`src/rtl/hsl_pkg.sv`:
```
`timescale 1ns / 1ps
// hsl_pkg: shared types and constants for the hsl to rgb converter
// no dependencies

package hsl_pkg;

    // hue units: 1/16 degree, 5760 units per turn, 960 per sector
    localparam int unsigned HUE_FULL   = 5760;
    localparam int unsigned HUE_SECTOR = 960;
    // six turns, lifts any 16-bit signed hue into positive range
    localparam int unsigned HUE_BIAS   = 34560;
    // ceil(2^16 / 45), exact quotient for (u >> 7) / 45 over the hue range
    localparam int unsigned HUE_RECIP  = 1457;

    localparam int unsigned IN_BITS  = 56;
    localparam int unsigned OUT_BITS = 24;

    // sector names: dominant channel first, then the channel carrying x
    typedef enum logic [2:0] {
        SEC_RG = 3'd0,
        SEC_GR = 3'd1,
        SEC_GB = 3'd2,
        SEC_BG = 3'd3,
        SEC_BR = 3'd4,
        SEC_RB = 3'd5
    } t_sector;

    typedef struct packed {
        t_sector     sector;
        logic [9:0]  w;       // 960 - |(hue mod 1920) - 960|
    } t_hue;

endpackage

```
`src/rtl/hsl_hue.sv`:
```
`timescale 1ns / 1ps
// hsl_hue: two-stage hue wrap, sector pick and triangle weight
// depends on hsl_pkg

module hsl_hue (
    input  logic          i_clk,
    input  logic          i_ce,
    input  logic [15:0]   i_hue,
    output hsl_pkg::t_hue o_hue
);
    import hsl_pkg::*;

    logic [16:0] n_u;
    logic [20:0] n_qprod;
    logic [16:0] r_u;
    logic [3:0]  r_q;

    logic [16:0] n_qm;
    logic [12:0] n_hw;
    logic [10:0] n_p;
    logic [9:0]  n_d;
    t_hue        n_hue;
    t_hue        r_hue;

    // stage 1: bias to positive and estimate turn count
    assign n_u     = {i_hue[15], i_hue} + 17'(HUE_BIAS);
    assign n_qprod = 21'(n_u[16:7]) * 21'(HUE_RECIP);

    always_ff @(posedge i_clk) begin
        if (i_ce) begin
            r_u <= n_u;
            r_q <= n_qprod[19:16];
        end
    end

    // stage 2: remainder, sector and weight
    assign n_qm = 17'(r_q) * 17'(HUE_FULL);
    assign n_hw = 13'(r_u - n_qm);

    always_comb begin
        if (n_hw < 13'(HUE_SECTOR)) begin
            n_hue.sector = SEC_RG;
        end else if (n_hw < 13'(2 * HUE_SECTOR)) begin
            n_hue.sector = SEC_GR;
        end else if (n_hw < 13'(3 * HUE_SECTOR)) begin
            n_hue.sector = SEC_GB;
        end else if (n_hw < 13'(4 * HUE_SECTOR)) begin
            n_hue.sector = SEC_BG;
        end else if (n_hw < 13'(5 * HUE_SECTOR)) begin
            n_hue.sector = SEC_BR;
        end else begin
            n_hue.sector = SEC_RB;
        end

        if (n_hw >= 13'(4 * HUE_SECTOR)) begin
            n_p = 11'(n_hw - 13'(4 * HUE_SECTOR));
        end else if (n_hw >= 13'(2 * HUE_SECTOR)) begin
            n_p = 11'(n_hw - 13'(2 * HUE_SECTOR));
        end else begin
            n_p = 11'(n_hw);
        end

        if (n_p >= 11'(HUE_SECTOR)) begin
            n_d = 10'(n_p - 11'(HUE_SECTOR));
        end else begin
            n_d = 10'(11'(HUE_SECTOR) - n_p);
        end
        n_hue.w = 10'(HUE_SECTOR) - n_d;
    end

    always_ff @(posedge i_clk) begin
        if (i_ce) begin
            r_hue <= n_hue;
        end
    end

    assign o_hue = r_hue;

endmodule

```
`src/rtl/hsl_chan.sv`:
```
`timescale 1ns / 1ps
// hsl_chan: one output channel, offset add, scale by 255, truncate and clamp
// depends on hsl_pkg

module hsl_chan #(
    parameter int FRACTION_BITS = 16
) (
    input  logic                           i_clk,
    input  logic                           i_ce,
    input  logic signed [FRACTION_BITS+3:0] i_comp,
    input  logic signed [FRACTION_BITS+3:0] i_m,
    output logic [7:0]                     o_chan
);
    import hsl_pkg::*;

    localparam int CW  = FRACTION_BITS + 4;
    localparam int SUW = FRACTION_BITS + 5;
    localparam int PW  = FRACTION_BITS + 13;

    logic signed [SUW-1:0] n_sum;
    logic signed [PW-1:0]  n_sum_x;
    logic signed [PW-1:0]  n_p255;
    logic signed [PW-1:0]  r_p255;

    assign n_sum   = SUW'(i_comp) + SUW'(i_m);
    assign n_sum_x = PW'(n_sum);
    // x * 255 as x * 256 - x
    assign n_p255  = (n_sum_x <<< 8) - n_sum_x;

    always_ff @(posedge i_clk) begin
        if (i_ce) begin
            r_p255 <= n_p255;
        end
    end

    // negative truncates to at most zero, so it clamps to zero
    always_comb begin
        if (r_p255[PW-1]) begin
            o_chan = 8'd0;
        end else if (|r_p255[PW-2:FRACTION_BITS+8]) begin
            o_chan = 8'hff;
        end else begin
            o_chan = r_p255[FRACTION_BITS+7:FRACTION_BITS];
        end
    end

    // keeps the channel width tied to the chroma width
    if (CW != SUW - 1) begin : g_width_guard
        $error("hsl_chan width mismatch");
    end

endmodule

```
`src/rtl/hsl_to_rgb.sv`:
```
`timescale 1ns / 1ps
// hsl_to_rgb: hsl color to 8-bit rgb, nine register stages, one pixel per clock
// pipeline: 9 register stages, the result is offered from the output register
// throughput: one request per clock in every stage unless the output is held
// stall: a held output freezes the whole pipe, nothing lost or repeated
// reset: i_rst_n synchronous active low clears the valid bits only
// depends on hsl_pkg, hsl_hue, hsl_chan

module hsl_to_rgb #(
    parameter int FRACTION_BITS = 16
) (
    input  logic                          i_clk,
    input  logic                          i_rst_n,
    input  logic                          i_s_tvalid,
    output logic                          o_s_tready,
    // hue[15:0] saturation[32:16] lightness[49:33], zero pad [55:50]
    input  logic [hsl_pkg::IN_BITS-1:0]   i_s_tdata,
    output logic                          o_m_tvalid,
    input  logic                          i_m_tready,
    // red[7:0] green[15:8] blue[23:16]
    output logic [hsl_pkg::OUT_BITS-1:0]  o_m_tdata
);
    import hsl_pkg::*;

    localparam int F      = FRACTION_BITS;
    localparam int STAGES = 9;
    localparam int UP     = (F >= 16) ? F - 16 : 0;
    localparam int DN     = (F < 16) ? 16 - F : 0;
    localparam int SW     = F + 1;          // scaled s and l
    localparam int AW     = F + 3;          // 2l - one and one - t
    localparam int PW     = AW + SW + 1;    // (one - t) * s
    localparam int CW     = F + 4;          // chroma and x
    localparam int MW     = F + 4;          // offset m
    localparam int XW     = CW + 11;        // c * w
    localparam int VW     = F + 6;          // |c * w| / 64
    localparam int K      = VW + 4;         // reciprocal shift for / 15
    localparam int RW     = 2 * VW + 1;

    localparam logic signed [AW-1:0] ONE_A  = AW'(1) << F;
    localparam logic signed [PW-1:0] BIAS_C = (PW'(1) << F) - PW'(1);
    localparam logic signed [CW-1:0] C_ONE  = CW'(1);
    localparam logic signed [CW-1:0] C_ZERO = CW'(0);
    localparam logic [VW:0]          RECIP  = (VW+1)'((64'd1 << K) / 15);

    // global advance: the pipe moves unless the output register is held
    logic ce;
    logic [STAGES-1:0] r_v;

    assign ce         = ~r_v[STAGES-1] | i_m_tready;
    assign o_s_tready = ce;
    assign o_m_tvalid = r_v[STAGES-1];

    always_ff @(posedge i_clk) begin
        if (!i_rst_n) begin
            r_v <= '0;
        end else if (ce) begin
            r_v <= {r_v[STAGES-2:0], i_s_tvalid};
        end
    end

    // ---------------- stage 1: scale s, l and form one - |2l - one|
    logic [15:0]          in_hue;
    logic [16:0]          in_sat;
    logic [16:0]          in_lit;
    logic [16+UP:0]       n_s_up;
    logic [16+UP:0]       n_l_up;
    logic [SW-1:0]        n_s;
    logic [SW-1:0]        n_l;
    logic signed [AW-1:0] n_diff;
    logic signed [AW-1:0] n_t;
    logic signed [AW-1:0] r_a1;
    logic [SW-1:0]        r_s1;
    logic [SW-1:0]        r_l1;

    assign in_hue = i_s_tdata[15:0];
    assign in_sat = i_s_tdata[32:16];
    assign in_lit = i_s_tdata[49:33];

    assign n_s_up = (17+UP)'(in_sat) << UP;
    assign n_l_up = (17+UP)'(in_lit) << UP;
    assign n_s    = SW'(n_s_up >> DN);
    assign n_l    = SW'(n_l_up >> DN);
    assign n_diff = signed'(AW'({n_l, 1'b0})) - ONE_A;
    assign n_t    = n_diff[AW-1] ? -n_diff : n_diff;

    always_ff @(posedge i_clk) begin
        if (ce) begin
            r_a1 <= ONE_A - n_t;
            r_s1 <= n_s;
            r_l1 <= n_l;
        end
    end

    // hue path runs beside stages 1 and 2
    t_hue hue2;

    hsl_hue u_hue (
        .i_clk (i_clk),
        .i_ce  (ce),
        .i_hue (in_hue),
        .o_hue (hue2)
    );

    // ---------------- stage 2: (one - t) * s
    logic signed [PW-1:0] n_prod;
    logic signed [PW-1:0] r_prod2;
    logic [SW-1:0]        r_l2;

    assign n_prod = PW'(r_a1) * PW'(signed'({1'b0, r_s1}));

    always_ff @(posedge i_clk) begin
        if (ce) begin
            r_prod2 <= n_prod;
            r_l2    <= r_l1;
        end
    end

    // ---------------- stage 3: chroma, divide by one toward zero
    logic signed [PW-1:0] n_adj;
    logic signed [CW-1:0] r_c3;
    logic [SW-1:0]        r_l3;
    t_hue                 r_hue3;

    assign n_adj = r_prod2 + (r_prod2[PW-1] ? BIAS_C : '0);

    always_ff @(posedge i_clk) begin
        if (ce) begin
            r_c3   <= CW'(n_adj >>> F);
            r_l3   <= r_l2;
            r_hue3 <= hue2;
        end
    end

    // ---------------- stage 4: c * w and offset m = l - c/2
    logic signed [XW-1:0] n_cw;
    logic signed [CW-1:0] n_cadj;
    logic signed [CW-1:0] n_half;
    logic signed [XW-1:0] r_cw4;
    logic signed [CW-1:0] r_c4;
    logic signed [MW-1:0] r_m4;
    t_sector              r_sec4;

    assign n_cw   = XW'(r_c3) * XW'(signed'({1'b0, r_hue3.w}));
    assign n_cadj = r_c3 + (r_c3[CW-1] ? C_ONE : C_ZERO);
    assign n_half = n_cadj >>> 1;

    always_ff @(posedge i_clk) begin
        if (ce) begin
            r_cw4  <= n_cw;
            r_c4   <= r_c3;
            r_m4   <= MW'(signed'({1'b0, r_l3})) - MW'(n_half);
            r_sec4 <= r_hue3.sector;
        end
    end

    // ---------------- stage 5: magnitude, drop the factor 64 of 960
    logic [XW-1:0]        n_mag;
    logic                 r_neg5;
    logic [VW-1:0]        r_v5;
    logic signed [CW-1:0] r_c5;
    logic signed [MW-1:0] r_m5;
    t_sector              r_sec5;

    assign n_mag = r_cw4[XW-1] ? XW'(-r_cw4) : XW'(r_cw4);

    always_ff @(posedge i_clk) begin
        if (ce) begin
            r_neg5 <= r_cw4[XW-1];
            r_v5   <= VW'(n_mag >> 6);
            r_c5   <= r_c4;
            r_m5   <= r_m4;
            r_sec5 <= r_sec4;
        end
    end

    // ---------------- stage 6: reciprocal multiply for / 15
    logic [RW-1:0]        r_vr6;
    logic [VW-1:0]        r_v6;
    logic                 r_neg6;
    logic signed [CW-1:0] r_c6;
    logic signed [MW-1:0] r_m6;
    t_sector              r_sec6;

    always_ff @(posedge i_clk) begin
        if (ce) begin
            r_vr6  <= RW'(r_v5) * RW'(RECIP);
            r_v6   <= r_v5;
            r_neg6 <= r_neg5;
            r_c6   <= r_c5;
            r_m6   <= r_m5;
            r_sec6 <= r_sec5;
        end
    end

    // ---------------- stage 7: quotient fix-up and sign of x
    logic [VW-1:0]        n_qa;
    logic [VW+3:0]        n_q15;
    logic [VW+3:0]        n_rem;
    logic [VW-1:0]        n_q;
    logic signed [VW:0]   n_qs;
    logic signed [CW-1:0] r_x7;
    logic signed [CW-1:0] r_c7;
    logic signed [MW-1:0] r_m7;
    t_sector              r_sec7;

    // estimate is low by at most one
    assign n_qa  = VW'(r_vr6 >> K);
    assign n_q15 = ((VW+4)'(n_qa) << 4) - (VW+4)'(n_qa);
    assign n_rem = (VW+4)'(r_v6) - n_q15;
    assign n_q   = (n_rem >= (VW+4)'(15)) ? n_qa + VW'(1) : n_qa;
    assign n_qs  = signed'({1'b0, n_q});

    always_ff @(posedge i_clk) begin
        if (ce) begin
            r_x7   <= CW'(r_neg6 ? -n_qs : n_qs);
            r_c7   <= r_c6;
            r_m7   <= r_m6;
            r_sec7 <= r_sec6;
        end
    end

    // ---------------- stage 8: sector permutation, scale (inside hsl_chan)
    logic signed [CW-1:0] n_r;
    logic signed [CW-1:0] n_g;
    logic signed [CW-1:0] n_b;
    logic [7:0]           red8;
    logic [7:0]           grn8;
    logic [7:0]           blu8;

    always_comb begin
        case (r_sec7)
            SEC_RG: begin n_r = r_c7;  n_g = r_x7;  n_b = '0;    end
            SEC_GR: begin n_r = r_x7;  n_g = r_c7;  n_b = '0;    end
            SEC_GB: begin n_r = '0;    n_g = r_c7;  n_b = r_x7;  end
            SEC_BG: begin n_r = '0;    n_g = r_x7;  n_b = r_c7;  end
            SEC_BR: begin n_r = r_x7;  n_g = '0;    n_b = r_c7;  end
            default: begin n_r = r_c7; n_g = '0;    n_b = r_x7;  end
        endcase
    end

    hsl_chan #(.FRACTION_BITS(F)) u_red (
        .i_clk  (i_clk),
        .i_ce   (ce),
        .i_comp (n_r),
        .i_m    (r_m7),
        .o_chan (red8)
    );

    hsl_chan #(.FRACTION_BITS(F)) u_grn (
        .i_clk  (i_clk),
        .i_ce   (ce),
        .i_comp (n_g),
        .i_m    (r_m7),
        .o_chan (grn8)
    );

    hsl_chan #(.FRACTION_BITS(F)) u_blu (
        .i_clk  (i_clk),
        .i_ce   (ce),
        .i_comp (n_b),
        .i_m    (r_m7),
        .o_chan (blu8)
    );

    // ---------------- stage 9: clamp result into the output register
    logic [OUT_BITS-1:0] r_out;

    always_ff @(posedge i_clk) begin
        if (ce) begin
            r_out <= {blu8, grn8, red8};
        end
    end

    assign o_m_tdata = r_out;

endmodule

```
`config.mk`:
```
export PLATFORM = sky130hd
export DESIGN_NAME = hsl_to_rgb
export DESIGN_NICKNAME = d
export VERILOG_FILES = /design/src/rtl/hsl_pkg.sv /design/src/rtl/hsl_hue.sv /design/src/rtl/hsl_chan.sv /design/src/rtl/hsl_to_rgb.sv
export SDC_FILE = /design/constraint.sdc
export NUM_CORES = 2
export LEC_CHECK = 0
export BUFFER_PORTS_ARGS = -buffer_cell sky130_fd_sc_hd__buf_4
export CAP_MARGIN = 20
export CORE_MARGIN = 2
export CORE_UTILIZATION = 51
export CTS_BUF_LIST = sky130_fd_sc_hd__clkbuf_2 sky130_fd_sc_hd__clkbuf_4 sky130_fd_sc_hd__clkbuf_8
export CTS_CLUSTER_SIZE = 10
export DETAILED_ROUTE_END_ITERATION = 6
export PLACE_DENSITY = 0.74
export SKIP_CTS_REPAIR_TIMING = 1
export SYNTH_ARGS = -nofsm -noshare
export SYNTH_HDL_FRONTEND = slang
export SYNTH_SLANG_ARGS = --single-unit
export TNS_END_PERCENT = 5
```
`constraint.sdc`:
```
create_clock -name i_clk -period 18.9 [get_ports i_clk]
set_clock_uncertainty 0.15 [all_clocks]
set_input_delay 3.78 -clock i_clk [delete_from_list [all_inputs] [get_ports i_clk]]
set_output_delay 3.78 -clock i_clk [all_outputs]
set_load 0.03 [all_outputs]
```
==> impl_results.md <==
- Outcome: complete, no violations
- Htree depth: 3
- Synth top area share: 0.300
- Die area: 0.107 mm²
- Rows: 118
- R2r worst-path depth: 34
- Top FF cell, synth: edfxtp_1
- CP endpoint kind: primary output
- Pre-Repair DR Iteration Count: 6
- Layout Nets: 6386
- P&R area growth vs syn: 7.42%
- CTS Root Cell: clkbuf_8
- Setup TNS: 0 ps
- Vias per std cell: 5.41
- Post-synth cell types: 81
- Sequential share of the synthesized area: 0.304
- CTS Buffer Depth: 3
- Clk sinks: 542
- Core area: 0.103 mm²
- Clk_lat worst skew: 740 ps
- Syn Area/Cell: 10.4 µm²
- Via Count: 35925
- Post-synth EDFFs: 533
- Worst Hold End: r_m7[8]$_DFFE_PP_
- Max-cap violations: 0
- Worst path slowest cell: nor2b_1
- Worst r2r src: r_vr6[30]$_DFFE_PP_
- Worst path depth: 4
- Ys Warns: 0
- Residual DRC: 0
- Worst path max stage delay: 700 ps
- Final slew viol count: 0
- Cells after Synth: 5131
- Fmax: 0.109 GHz
- Top routing layer in use: met4
- CTS tree: yes
- Synth Net Count: 6337
- Most frequent cells in the layout: inv_1 (840), ha_1 (576), fa_1 (570)
- Number of global-route vias before repair: 37178
- Worst-path clk slew: 80 ps
- Most used cell, CP: buf_4
- Initial Util: 0.515
- Class of the worst hold path: reg -> reg
- Io pins: 86
- Largest net degree at the start of global routing: 213
- Shortest period the worst path allows: 9200 ps
- Req. time, crit path: 14970 ps
- Most area-consuming cells after synthesis: edfxtp_1 (30%), fa_1 (21%), ha_1 (14%)
- Worst R2R Setup Slack: 10440 ps
- Total CTS buffers: 92
- GR Util All Layers: 0.216
- Asr flop ratio synth: 0
- Dpl hpwl: 89.8 mm
- Port bufs: 79
- First-pass GRT wire length: 186 mm
- Mapped Area: 0.0533 mm²
- CP Class: in -> out
- Hold Path Cell Cnt: 0
- WL/cell: 16.9 µm
- Startpoint Class: input pin
- Fraction of layout cells with a size suffix above 1: 0.0543
- Initial antenna violation count: 9
- CP max FO: 49
- Iter 0 DRT Violations: 2302
- CP bufs+invs: 3
- Met1 WL: 47.8 mm
- Slew headroom: 0.290
- GRT Residual Overflow: 0
- Critical path launch point: i_m_tready
- Critical path arrival: 5270 ps
- Reg2Reg Capture Point: r_x7[10]$_DFFE_PP_
- Final hold violation count: 0
- Die Span X: 327 µm
- Slew @ Worst Pin: 1070 ps
- Met2 Wirelength: 55.7 mm
- Cell family with most CP delay: buffers and inverters
- Most common cell after layout, fill and taps aside: inv_1
- Critical path, cell by cell: buf_4, nor2b_1, inv_8, buf_4
- Final setup fails: 0
- Synth Register Bits: 542
- Min-delay src: r_m6[8]$_DFFE_PP_
- Routed WL: 112 mm
- Post-DRT Antenna Nets: 0
- Die H: 327 µm
- WL met3: 5.56 mm
- Cell taking the most area after synthesis: edfxtp_1
- Routability Congestion: 0.920
- Final worst-path cycle share: 0.487
- RSZ-0062 raised after global routing: no
## layer usage
metal,track usage,up-vias
li1,-,17229
met1,0.277,17674
met2,0.373,846
met3,0.0307,176
met4,0.0759,0
met5,0,-
## worst max-delay path by stage
stage	end	slack (ps)
6_report	o_s_tready	9700
5_1_grt	o_s_tready	9600
4_1_cts	o_s_tready	9680
3_5_place_dp	u_hue.r_q[3]$_DFFE_PP_	9210
3_3_place_gp	u_hue.r_q[3]$_DFFE_PP_	9190
2_1_floorplan	o_m_tdata[0]$_SDFFCE_PP0P_	320
## metrics by stage
step	hold slack [ps]	area (µm²)	std cells	utilization	worst slack [ps]
6_report	247	57200	6640	0.553	9700
5_1_grt	258	57200	6640	0.553	9600
4_1_cts	247	57200	6630	0.552	9680
3_5_place_dp	255	55200	6465	0.533	9210
3_3_place_gp	250	55200	6465	0.533	9190
2_1_floorplan	250	53300	5131	-	320
## state kept, by name, summed over array words and instances (netlist names), 19 cells and up
name / count
r_prod2: 36
r_cw4: 29
o_m_tdata: 24
r_v5: 22
r_v6: 22
r_c3: 20
r_c4: 20
r_c5: 20
r_c6: 20
r_c7: 20
r_m4: 20
r_m5: 20
r_m6: 20
r_m7: 20
r_x7: 20
r_vr6: 19
## worst reg2reg max path, delay by kind of cell, from the launching register on
| kind | cells | cell delay (ps) |
|---|---|---|
| buffers and inverters | 4 | 820 |
| DFF | 1 | 580 |
| AOI/OAI and AO/OA | 13 | 2420 |
| adders and majority gates | 3 | 990 |
| xor gates and xnor gates | 3 | 520 |
| and+or+nand+nor | 11 | 2750 |
## cells in the mapped netlist (27+ instances only)
cell      instances
a21o_1           70
a21oi_1         176
nor2b_1          28
ha_1            576
a22o_1           40
and2_1          263
or3_1            27
fa_1            570
a31oi_1          27
xnor2_1         238
nand3_1          69
a21boi_0         29
nor2_1          243
o21ai_0         153
o21a_1           42
nor3_1           73
clkbuf_1        131
and3_1           38
nand2b_1         37
xor2_1          119
o21bai_1         28
inv_1           840
nand2_1         477
edfxtp_1        533
## area by class of cell
class	instances	area, µm²
Fill cell	8748	46300
Multi-Input combinational cell	3609	33400
Sequential cell	542	16200
Inverter	843	3170
Tap cell	1380	1730
Clock buffer	119	1480
Timing Repair Buffer	92	736
Clock inverter	46	494
Antenna cell	9	22.5
## kinds of logic after synthesis
logic type,count (synthesis),share of synthesized area
flip-flops,542,0.304
AO/OA/AOI/OAI,736,0.0917
multiplexers,13,0.00256
XOR/XNOR,357,0.0587
buffers and inverters,980,0.0691
AND/OR/NAND/NOR,1357,0.125
adder cells (fa/ha/maj),1146,0.349
Power is left out: the tool's default activity adds up to more than one toggle a clock period on the data nets, which glitch-free logic cannot reach.
